<file path="config.mk">
export PLATFORM = sky130hd
export DESIGN_NAME = potts_unit_discrete_update_top
export DESIGN_NICKNAME = d
export VERILOG_FILES = /design/src/hdl/pudu_pkg.sv /design/src/hdl/potts_unit_discrete_update_top.sv /design/src/hdl/pudu_front.sv /design/src/hdl/pudu_queue.sv /design/src/hdl/pudu_back.sv
export VERILOG_INCLUDE_DIRS = /design/src /design/src/hdl
export SDC_FILE = /design/constraint.sdc
export NUM_CORES = 2
export LEC_CHECK = 0
export BUFFER_PORTS_ARGS = -buffer_cell sky130_fd_sc_hd__buf_2
export CELL_PAD_IN_SITES_DETAIL_PLACEMENT = 1
export CELL_PAD_IN_SITES_GLOBAL_PLACEMENT = 1
export CORE_MARGIN = 8
export CORE_UTILIZATION = 25
export DETAILED_ROUTE_END_ITERATION = 6
export PLACE_DENSITY_LB_ADDON = 0.1
export REMOVE_ABC_BUFFERS = 1
export SLEW_MARGIN = 20
export SYNTH_ARGS = -nofsm -noshare
export SYNTH_HDL_FRONTEND = slang
export SYNTH_SLANG_ARGS = --single-unit
</file>
<file path="constraint.sdc">
create_clock -name i_clk -period 50.3 [get_ports i_clk]
set_input_delay 10.06 -clock i_clk [delete_from_list [all_inputs] [get_ports i_clk]]
set_output_delay 10.06 -clock i_clk [all_outputs]
set_load 0.1 [all_outputs]
</file>
<file path="src/hdl/assert_macros.svh">
// Assertion macros shared by the RTL files of the Potts unit update block.
`ifndef ASSERT_MACROS_SVH
`define ASSERT_MACROS_SVH

// Expression holds at every clock edge out of reset.
`define ASSERT_ALWAYS(label, expr, msg) \
    label: assert property (@(posedge i_clk) disable iff (!i_rst_n) (expr)) \
        else $error(msg);

// Consequent holds in the same cycle as the antecedent.
`define ASSERT_IMPLIES(label, pre, post, msg) \
    label: assert property (@(posedge i_clk) disable iff (!i_rst_n) (pre) |-> (post)) \
        else $error(msg);

`endif

</file>
<file path="src/hdl/pudu_pkg.sv">
// Types, constants and helper functions of the Potts unit update block.
package pudu_pkg;

    // Unit geometry
    localparam int NUM_STATES  = 7;
    localparam int STATE_W     = 4;
    localparam int DATA_W      = 32;
    localparam int ACC_W       = 40;

    // Command queue between front and back
    localparam int QUEUE_DEPTH = 4;
    localparam int QPTR_W      = $clog2(QUEUE_DEPTH);

    // Registered max tree over the field sums
    localparam int TREE_LEVELS = $clog2(NUM_STATES);
    localparam int TREE_LEAVES = 1 << TREE_LEVELS;
    localparam int TREE_NODES  = 2 * TREE_LEAVES - 1;

    // Configuration port
    localparam int CFG_IDX_W   = 1;

    localparam logic [STATE_W-1:0] INACTIVE_STATE = STATE_W'(NUM_STATES);

    typedef enum logic [CFG_IDX_W-1:0] {
        CFG_THRESHOLD  = 1'b0,
        CFG_CUE_ENABLE = 1'b1
    } t_cfg_index;

    typedef enum logic {
        KIND_WEIGHT = 1'b0,
        KIND_FINISH = 1'b1
    } t_kind;

    typedef enum logic {
        OP_ACCUM  = 1'b0,
        OP_DECIDE = 1'b1
    } t_op;

    // Input word
    typedef struct packed {
        logic                       kind;
        logic [STATE_W-1:0]         field_state;
        logic signed [DATA_W-1:0]   weight;
        logic signed [DATA_W-1:0]   cue_strength;
        logic [STATE_W-1:0]         cue_state;
        logic                       unit_is_cued;
    } t_in_word;

    // Result word
    typedef struct packed {
        logic [STATE_W-1:0]         new_state;
        logic signed [ACC_W-1:0]    max_field;
    } t_out_word;

    // Classified command handed from front to back
    typedef struct packed {
        t_op                        op;
        logic                       add_cue;
        logic [STATE_W-1:0]         state;
        logic signed [DATA_W-1:0]   value;
    } t_cmd;

    // 40-bit accumulator plus sign-extended 32-bit term, saturating
    function automatic logic signed [ACC_W-1:0] sat_add(
        input logic signed [ACC_W-1:0]  acc,
        input logic signed [DATA_W-1:0] term
    );
        logic signed [ACC_W:0] sum;
        sum = {acc[ACC_W-1], acc} + {{(ACC_W + 1 - DATA_W){term[DATA_W-1]}}, term};
        if (sum[ACC_W] != sum[ACC_W-1]) begin
            sat_add = sum[ACC_W] ? {1'b1, {(ACC_W - 1){1'b0}}}
                                 : {1'b0, {(ACC_W - 1){1'b1}}};
        end else begin
            sat_add = sum[ACC_W-1:0];
        end
    endfunction

endpackage

</file>
<file path="src/hdl/potts_unit_discrete_update_top.sv">
// Top level of the discrete Potts unit update block.
// A finish word passes through the command queue, the tree leaf registers, the max tree and the output register.
// Throughput: one word per cycle unless the queue is full; each weight word is one saturating add into the field bank.
// The finish path runs through a registered max tree of TREE_LEVELS stages and the output register.
// Reset (synchronous, active low) clears the field sums, the queue, the pipeline valids,
// the threshold and the cue enable; no clearing pass is needed.
module potts_unit_discrete_update_top (
    input  logic                            i_clk,
    input  logic                            i_rst_n,
    input  logic                            i_in_valid,
    output logic                            o_in_ready,
    input  pudu_pkg::t_in_word              i_in,
    output logic                            o_out_valid,
    input  logic                            i_out_ready,
    output pudu_pkg::t_out_word             o_out,
    input  logic                            i_cfg_we,
    input  logic [pudu_pkg::CFG_IDX_W-1:0]  i_cfg_index,
    input  logic [pudu_pkg::DATA_W-1:0]     i_cfg_data
);

    logic                               w_push;
    logic                               w_pop;
    logic                               w_full;
    logic                               w_empty;
    pudu_pkg::t_cmd                     w_cmd_in;
    pudu_pkg::t_cmd                     w_cmd_out;
    logic signed [pudu_pkg::DATA_W-1:0] w_threshold;

    pudu_front u_front (
        .i_clk       (i_clk),
        .i_rst_n     (i_rst_n),
        .i_in_valid  (i_in_valid),
        .o_in_ready  (o_in_ready),
        .i_in        (i_in),
        .i_cfg_we    (i_cfg_we),
        .i_cfg_index (i_cfg_index),
        .i_cfg_data  (i_cfg_data),
        .i_q_full    (w_full),
        .o_push      (w_push),
        .o_cmd       (w_cmd_in),
        .o_threshold (w_threshold)
    );

    pudu_queue u_queue (
        .i_clk   (i_clk),
        .i_rst_n (i_rst_n),
        .i_push  (w_push),
        .i_cmd   (w_cmd_in),
        .o_full  (w_full),
        .i_pop   (w_pop),
        .o_empty (w_empty),
        .o_cmd   (w_cmd_out)
    );

    pudu_back u_back (
        .i_clk       (i_clk),
        .i_rst_n     (i_rst_n),
        .i_q_empty   (w_empty),
        .i_cmd       (w_cmd_out),
        .o_pop       (w_pop),
        .i_threshold (w_threshold),
        .o_out_valid (o_out_valid),
        .i_out_ready (i_out_ready),
        .o_out       (o_out)
    );

endmodule

</file>
<file path="src/hdl/pudu_front.sv">
// Front end: input handshake, configuration registers and word classification.
module pudu_front (
    input  logic                            i_clk,
    input  logic                            i_rst_n,
    input  logic                            i_in_valid,
    output logic                            o_in_ready,
    input  pudu_pkg::t_in_word              i_in,
    input  logic                            i_cfg_we,
    input  logic [pudu_pkg::CFG_IDX_W-1:0]  i_cfg_index,
    input  logic [pudu_pkg::DATA_W-1:0]     i_cfg_data,
    input  logic                            i_q_full,
    output logic                            o_push,
    output pudu_pkg::t_cmd                  o_cmd,
    output logic signed [pudu_pkg::DATA_W-1:0] o_threshold
);

    logic signed [pudu_pkg::DATA_W-1:0] r_threshold;
    logic                               r_cue_enable;
    logic                               w_finish;
    logic                               w_state_ok;
    logic                               w_cue_ok;

    // Configuration registers
    always_ff @(posedge i_clk) begin
        if (!i_rst_n) begin
            r_threshold  <= '0;
            r_cue_enable <= 1'b0;
        end else if (i_cfg_we) begin
            case (i_cfg_index)
                pudu_pkg::CFG_THRESHOLD:  r_threshold  <= i_cfg_data;
                pudu_pkg::CFG_CUE_ENABLE: r_cue_enable <= i_cfg_data[0];
                default: ;
            endcase
        end
    end

    assign o_threshold = r_threshold;

    // Classify: out-of-range weight words are dropped here
    assign w_finish   = (i_in.kind == pudu_pkg::KIND_FINISH);
    assign w_state_ok = (i_in.field_state < pudu_pkg::INACTIVE_STATE);
    assign w_cue_ok   = (i_in.cue_state < pudu_pkg::INACTIVE_STATE);

    assign o_in_ready = !i_q_full;
    assign o_push     = i_in_valid && !i_q_full && (w_finish || w_state_ok);

    always_comb begin
        o_cmd.op      = w_finish ? pudu_pkg::OP_DECIDE : pudu_pkg::OP_ACCUM;
        o_cmd.add_cue = w_finish && r_cue_enable && i_in.unit_is_cued && w_cue_ok;
        o_cmd.state   = w_finish ? i_in.cue_state : i_in.field_state;
        o_cmd.value   = w_finish ? i_in.cue_strength : i_in.weight;
    end

endmodule

</file>
<file path="src/hdl/pudu_queue.sv">
// Short command queue decoupling the front end from the back end.
`include "assert_macros.svh"

module pudu_queue (
    input  logic            i_clk,
    input  logic            i_rst_n,
    input  logic            i_push,
    input  pudu_pkg::t_cmd  i_cmd,
    output logic            o_full,
    input  logic            i_pop,
    output logic            o_empty,
    output pudu_pkg::t_cmd  o_cmd
);

    pudu_pkg::t_cmd                 r_mem [0:pudu_pkg::QUEUE_DEPTH-1];
    logic [pudu_pkg::QPTR_W-1:0]    r_wr_ptr;
    logic [pudu_pkg::QPTR_W-1:0]    r_rd_ptr;
    logic [pudu_pkg::QPTR_W:0]      r_count;
    logic [pudu_pkg::QPTR_W:0]      n_count;

    assign o_full  = (r_count == (pudu_pkg::QPTR_W + 1)'(pudu_pkg::QUEUE_DEPTH));
    assign o_empty = (r_count == '0);
    assign o_cmd   = r_mem[r_rd_ptr];

    // Storage
    always_ff @(posedge i_clk) begin
        if (i_push) begin
            r_mem[r_wr_ptr] <= i_cmd;
        end
    end

    // Occupancy
    always_comb begin
        n_count = r_count;
        if (i_push && !i_pop) begin
            n_count = r_count + 1'b1;
        end else if (i_pop && !i_push) begin
            n_count = r_count - 1'b1;
        end
    end

    // Pointers
    always_ff @(posedge i_clk) begin
        if (!i_rst_n) begin
            r_wr_ptr <= '0;
            r_rd_ptr <= '0;
            r_count  <= '0;
        end else begin
            if (i_push) r_wr_ptr <= r_wr_ptr + 1'b1;
            if (i_pop)  r_rd_ptr <= r_rd_ptr + 1'b1;
            r_count <= n_count;
        end
    end

    `ASSERT_IMPLIES(a_no_overflow, i_push && !i_pop, !o_full, "push into full queue")
    `ASSERT_IMPLIES(a_no_underflow, i_pop, !o_empty, "pop from empty queue")
    `ASSERT_IMPLIES(a_empty_ptrs, o_empty, r_wr_ptr == r_rd_ptr, "empty queue with unequal pointers")

endmodule

</file>
<file path="src/hdl/pudu_back.sv">
// Back end: field accumulator bank, registered max tree, threshold decision.
`include "assert_macros.svh"

module pudu_back (
    input  logic                                i_clk,
    input  logic                                i_rst_n,
    input  logic                                i_q_empty,
    input  pudu_pkg::t_cmd                      i_cmd,
    output logic                                o_pop,
    input  logic signed [pudu_pkg::DATA_W-1:0]  i_threshold,
    output logic                                o_out_valid,
    input  logic                                i_out_ready,
    output pudu_pkg::t_out_word                 o_out
);

    localparam int LEAVES = pudu_pkg::TREE_LEAVES;
    localparam int NODES  = pudu_pkg::TREE_NODES;
    localparam int LEVELS = pudu_pkg::TREE_LEVELS;

    logic signed [pudu_pkg::ACC_W-1:0]  r_acc [0:pudu_pkg::NUM_STATES-1];
    logic signed [pudu_pkg::ACC_W-1:0]  r_val [0:NODES-1];
    logic [pudu_pkg::STATE_W-1:0]       r_idx [0:LEAVES-2];
    logic [pudu_pkg::STATE_W-1:0]       w_idx [0:NODES-1];
    logic [LEVELS:0]                    r_vld;
    logic                               r_out_valid;
    pudu_pkg::t_out_word                r_out;
    pudu_pkg::t_out_word                n_out;

    logic                               w_en;
    logic                               w_take_acc;
    logic                               w_take_dec;
    logic signed [pudu_pkg::ACC_W-1:0]  w_sel;
    logic signed [pudu_pkg::ACC_W-1:0]  w_sum;
    logic signed [pudu_pkg::ACC_W-1:0]  w_thr;

    // Whole back end advances unless a result is held at the output
    assign w_en       = !r_out_valid || i_out_ready;
    assign o_pop      = !i_q_empty && w_en;
    assign w_take_acc = o_pop && (i_cmd.op == pudu_pkg::OP_ACCUM);
    assign w_take_dec = o_pop && (i_cmd.op == pudu_pkg::OP_DECIDE);

    // One shared saturating adder: weight into its field, or cue into its field
    always_comb begin
        w_sel = '0;
        for (int i = 0; i < pudu_pkg::NUM_STATES; i++) begin
            if (i_cmd.state == pudu_pkg::STATE_W'(i)) begin
                w_sel = r_acc[i];
            end
        end
        w_sum = pudu_pkg::sat_add(w_sel, i_cmd.value);
    end

    // Accumulator bank and tree leaves
    for (genvar i = 0; i < LEAVES; i++) begin : g_leaf
        if (i < pudu_pkg::NUM_STATES) begin : g_real
            logic signed [pudu_pkg::ACC_W-1:0] w_field;

            assign w_field = (i_cmd.add_cue && (i_cmd.state == pudu_pkg::STATE_W'(i)))
                             ? w_sum : r_acc[i];

            always_ff @(posedge i_clk) begin
                if (!i_rst_n) begin
                    r_acc[i] <= '0;
                end else if (w_take_dec) begin
                    r_acc[i] <= '0;
                end else if (w_take_acc && (i_cmd.state == pudu_pkg::STATE_W'(i))) begin
                    r_acc[i] <= w_sum;
                end
            end

            // Only strictly positive fields compete; others enter as zero
            always_ff @(posedge i_clk) begin
                if (w_en) begin
                    r_val[LEAVES-1+i] <= (!w_field[pudu_pkg::ACC_W-1] && (w_field != '0))
                                         ? w_field : '0;
                end
            end
        end else begin : g_pad
            always_ff @(posedge i_clk) begin
                if (w_en) begin
                    r_val[LEAVES-1+i] <= '0;
                end
            end
        end

        assign w_idx[LEAVES-1+i] = (r_val[LEAVES-1+i] != '0)
                                   ? pudu_pkg::STATE_W'(i) : pudu_pkg::INACTIVE_STATE;
    end

    // Internal tree nodes: left child covers lower states and wins ties
    for (genvar n = 0; n < LEAVES - 1; n++) begin : g_node
        logic w_right;

        assign w_right = (r_val[2*n+2] > r_val[2*n+1]);

        always_ff @(posedge i_clk) begin
            if (w_en) begin
                r_val[n] <= w_right ? r_val[2*n+2] : r_val[2*n+1];
                r_idx[n] <= w_right ? w_idx[2*n+2] : w_idx[2*n+1];
            end
        end

        assign w_idx[n] = r_idx[n];
    end

    // Decide word tracking through the tree
    always_ff @(posedge i_clk) begin
        if (!i_rst_n) begin
            r_vld <= '0;
        end else if (w_en) begin
            r_vld <= {r_vld[LEVELS-1:0], w_take_dec};
        end
    end

    // Threshold compare on the root; tie goes to the active state
    assign w_thr = {{(pudu_pkg::ACC_W - pudu_pkg::DATA_W){i_threshold[pudu_pkg::DATA_W-1]}},
                    i_threshold};

    always_comb begin
        n_out.max_field = r_val[0];
        n_out.new_state = (w_thr > r_val[0]) ? pudu_pkg::INACTIVE_STATE : w_idx[0];
    end

    // Output register
    always_ff @(posedge i_clk) begin
        if (!i_rst_n) begin
            r_out_valid <= 1'b0;
        end else if (w_en) begin
            r_out_valid <= r_vld[LEVELS];
        end
    end

    always_ff @(posedge i_clk) begin
        if (w_en && r_vld[LEVELS]) begin
            r_out <= n_out;
        end
    end

    assign o_out_valid = r_out_valid;
    assign o_out       = r_out;

    `ASSERT_IMPLIES(a_state_range, r_out_valid,
        r_out.new_state <= pudu_pkg::INACTIVE_STATE, "new_state out of range")
    `ASSERT_IMPLIES(a_max_nonneg, r_out_valid,
        !r_out.max_field[pudu_pkg::ACC_W-1], "negative max_field")
    `ASSERT_IMPLIES(a_active_pos, r_out_valid && (r_out.new_state != pudu_pkg::INACTIVE_STATE),
        r_out.max_field > 0, "active state without positive field")

endmodule
</file>
==> run_results.csv <==
group,metric,value,unit
run_status,status,"completed",
clocking,cts_buffer_depth,3,
place,portBuffers,156,
sta,tns,0,ns
layout,final_cell_mix,"1050 x edfxtp_1, 345 x nand2_1, 336 x nor2_1",
yosys,ys_ff_latch,1097,
power,powerDensity,75.7,nW/um^2
critical_path,rrSetupSlack,41.87,ns
critical_path,crit_arrival,13.03,ns
critical_path,crit_start,"i_out_ready",
sta,fin_crit_sh,25.2,%
critical_path,crit_required,50.67,ns
critical_path,r2r-end,"u_back.r_val[13][29]",
sta,skew,0.0229,ns
layout,syn_to_final_growth,16.2,%
layout,fin_nets,5045,
die,io_pins,158,
layout,seq_area,32500,um^2
critical_path,path_buf_inv,5,
die,initial_core_util,25.1,%
global_route,grt_first_pass_wirelength,296,mm
global_route,grt_pass1_vias,37900,
yosys,syn_inst,4414,
route,wl_met1,102,mm
yosys,avgSynthCellArea,12.5,um^2
place,hpwl,162,mm
yosys,postSynth.asyncResetShare,0,%
sta,rsz0062_at_grt,"false",
critical_path,path_delay_family,"buffers and inverters",
power,p_total,4.83,mW
yosys,synth.yosys.seq_area_share,59.0,%
global_route,grt_use_total,17.4,%
route,wl_per_cell,27.9,um
route,dr.pass1.iters,5,
global_route,antenna_found_initial,25,
route,routed-wl-met3,10.1,mm
clocking,ctsHoldBuffers,0,
die,design.die.area,235000,um^2
critical_path,startpoint_type,"input pin",
critical_path,crit_path_end,"u_back.r_val[6][1]",
critical_path,crit_top_cell,"buf_4",
route,antenna_left,0,
sta,tightestPinTransition,1.24,ns
yosys,synth_edf_count,1050,
sta,hold_viol,0,
critical_path,max_stage_delay,0.83,ns
clocking,cts_buffers,140,
die,core_area,219000,um^2
die,die_y,485,um
place,place_congestion,0.846,
route,wl,211,mm
clocking,postCtsSetupBuffers,0,
route,drt-initial-drc-count,2958,
global_route,grt_max_degree,149,
sta,final.min_clock_period,12.66,ns
clocking,clock_sinks,1097,
clocking,cts_tree,"yes",
place,place_ws,36.83,ns
route,via_count,36700,
power,p_leak,24.5,nW
sta,fmax,79.0,MHz
critical_path,slowest_stage,"buf_4",
hold_path,min_from,"u_back.r_val[0][14]",
layout,layout_commonest_cell,"edfxtp_1",
yosys,yosys.cell_types.count,75,
route,top_layer_used,"met4",
route,drc,0,
clocking,h-tree-depth,4,
critical_path,end_kind,"flip-flop",
sta,setup_slack,37.64,ns
layout,multi_input_area,20700,um^2
critical_path,critPathMaxFanout,76,
clocking,clkLatencyLatePin,0.76,ns
hold_path,hold_class,"flip-flop to flip-flop",
layout,fill_cells,23800,
yosys,yosysWarnings,0,
clocking,path_clk_slew,0.05,ns
sta,slew_violations,0,
power,irDropWorstVdd,58.5,uV
critical_path,critPathKind,"input pin to flip-flop",
critical_path,cp.depth,6,
sta,slew_headroom,16.4,%
global_route,grt-ovfl-total,0,
die,row_count,172,
yosys,ys.flop_type,"edfxtp_1",
clocking,clock_tree.root_cell,"clkbuf_16",
route,vias_per_cell,4.83,
critical_path,rr_worst_depth,20,
route,wl_met2,94.4,mm
job,cap_violations,0,
die,die_w,485,um
layout,drive_gt1_share,17.9,%
sta,setup_viol,0,
yosys,syn-cell-area,55000,um^2
critical_path,crit_chain,"buf_2 -> nor2b_1 -> inv_8 -> buf_4 -> buf_4 -> buf_4",
clocking,post_cts_resized,0,
worst min-delay path by stage:
stage               slack (ns)                to  cells past startpoint
floorplan                 0.43  u_back.o_out[10]                      0
global placement          0.43   u_back.o_out[5]                      0
detailed placement        0.44  u_back.o_out[20]                      0
CTS                       0.45  u_back.o_out[14]                      0
global route              0.46  u_back.o_out[14]                      0
finish                    0.45  u_back.o_out[14]                      0
power breakdown:
| group | switching [mW] | leakage [nW] | total (mW) | internal, mW |
|---|---|---|---|---|
| clock network | 0.403 | 2.18 | 0.989 | 0.586 |
| registers | 0.230 | 11.9 | 1.58 | 1.35 |
| logic | 1.58 | 10.5 | 2.26 | 0.683 |
synth_stat cells (22+ instances only):
| master | number | area, um^2 |
|---|---|---|
| nor2_1 | 343 | 1290 |
| inv_1 | 306 | 1150 |
| mux2_2 | 283 | 3190 |
| o21ai_0 | 275 | 1380 |
| nor3_1 | 53 | 265 |
| xnor2_1 | 29 | 254 |
| buf_2 | 46 | 230 |
| o21a_1 | 22 | 165 |
| edfxtp_1 | 1050 | 31500 |
| nor4_1 | 77 | 482 |
| nand2_1 | 352 | 1320 |
| nand3b_1 | 72 | 541 |
| clkbuf_1 | 142 | 533 |
| a22oi_1 | 77 | 578 |
| dfxtp_1 | 47 | 941 |
| a21oi_1 | 115 | 576 |
| a21boi_0 | 41 | 308 |
| a22o_1 | 138 | 1210 |
| mux2i_1 | 43 | 430 |
| nand3_1 | 81 | 405 |
| nor2b_1 | 71 | 444 |
| a21o_1 | 46 | 345 |
| mux4_2 | 40 | 901 |
| nand4_1 | 79 | 494 |
| ha_1 | 325 | 4070 |
sequential cells by signal, indices dropped and copies added, names as in the netlist, named ones only:
name / count
u_queue.r_rd_ptr: 2
u_queue.r_wr_ptr: 2
u_front.o_threshold: 32
u_back.o_out_valid: 1
u_queue.r_count: 3
u_front.r_cue_enable: 1
u_back.r_vld: 4
u_back.r_val: 560
u_back.o_out: 43
u_queue.r_mem: 152
u_back.r_idx: 15
u_back.r_acc: 280
cells by family after synthesis:
| logic type | count (synthesis) | share of synthesized area [%] |
|---|---|---|
| buf+inv | 513 | 3.69 |
| flops | 1097 | 59.0 |
| mux | 367 | 8.23 |
| fa+ha+maj | 332 | 7.56 |
| xor+xnor | 42 | 0.669 |
| compound gates | 845 | 10.2 |
| other cells | 1 | 0.00682 |
| simple gates | 1217 | 10.6 |
metrics by stage:
stage	cells	hold slack, ns	utilization (%)	cell area [um^2]
2_1_floorplan	4215	0.426	-	54200
3_3_place_gp	7335	0.432	27.1	59400
3_5_place_dp	7335	0.435	27.1	59400
4_1_cts	7582	0.452	29.1	63900
5_1_grt	7582	0.459	29.1	63900
6_report	7590	0.448	29.1	63900
layer usage:
metal,track usage [%],vias up
li1,-,16900
met1,25.2,18500
met2,27.6,993
met3,2.51,243
met4,4.02,0
met5,0,-
area by class of cell:
| type | count | area share (%) |
|---|---|---|
| clock inverters | 68 | 0.911 |
| diodes | 8 | 0.0313 |
| flip-flops and latches | 1097 | 50.8 |
| inverters | 306 | 1.81 |
| repair buffers | 249 | 2.33 |
| multi-input cells | 2812 | 32.4 |
| clock buffers | 179 | 6.04 |
| well taps | 2871 | 5.62 |
(Power assumes the default switching activity.)
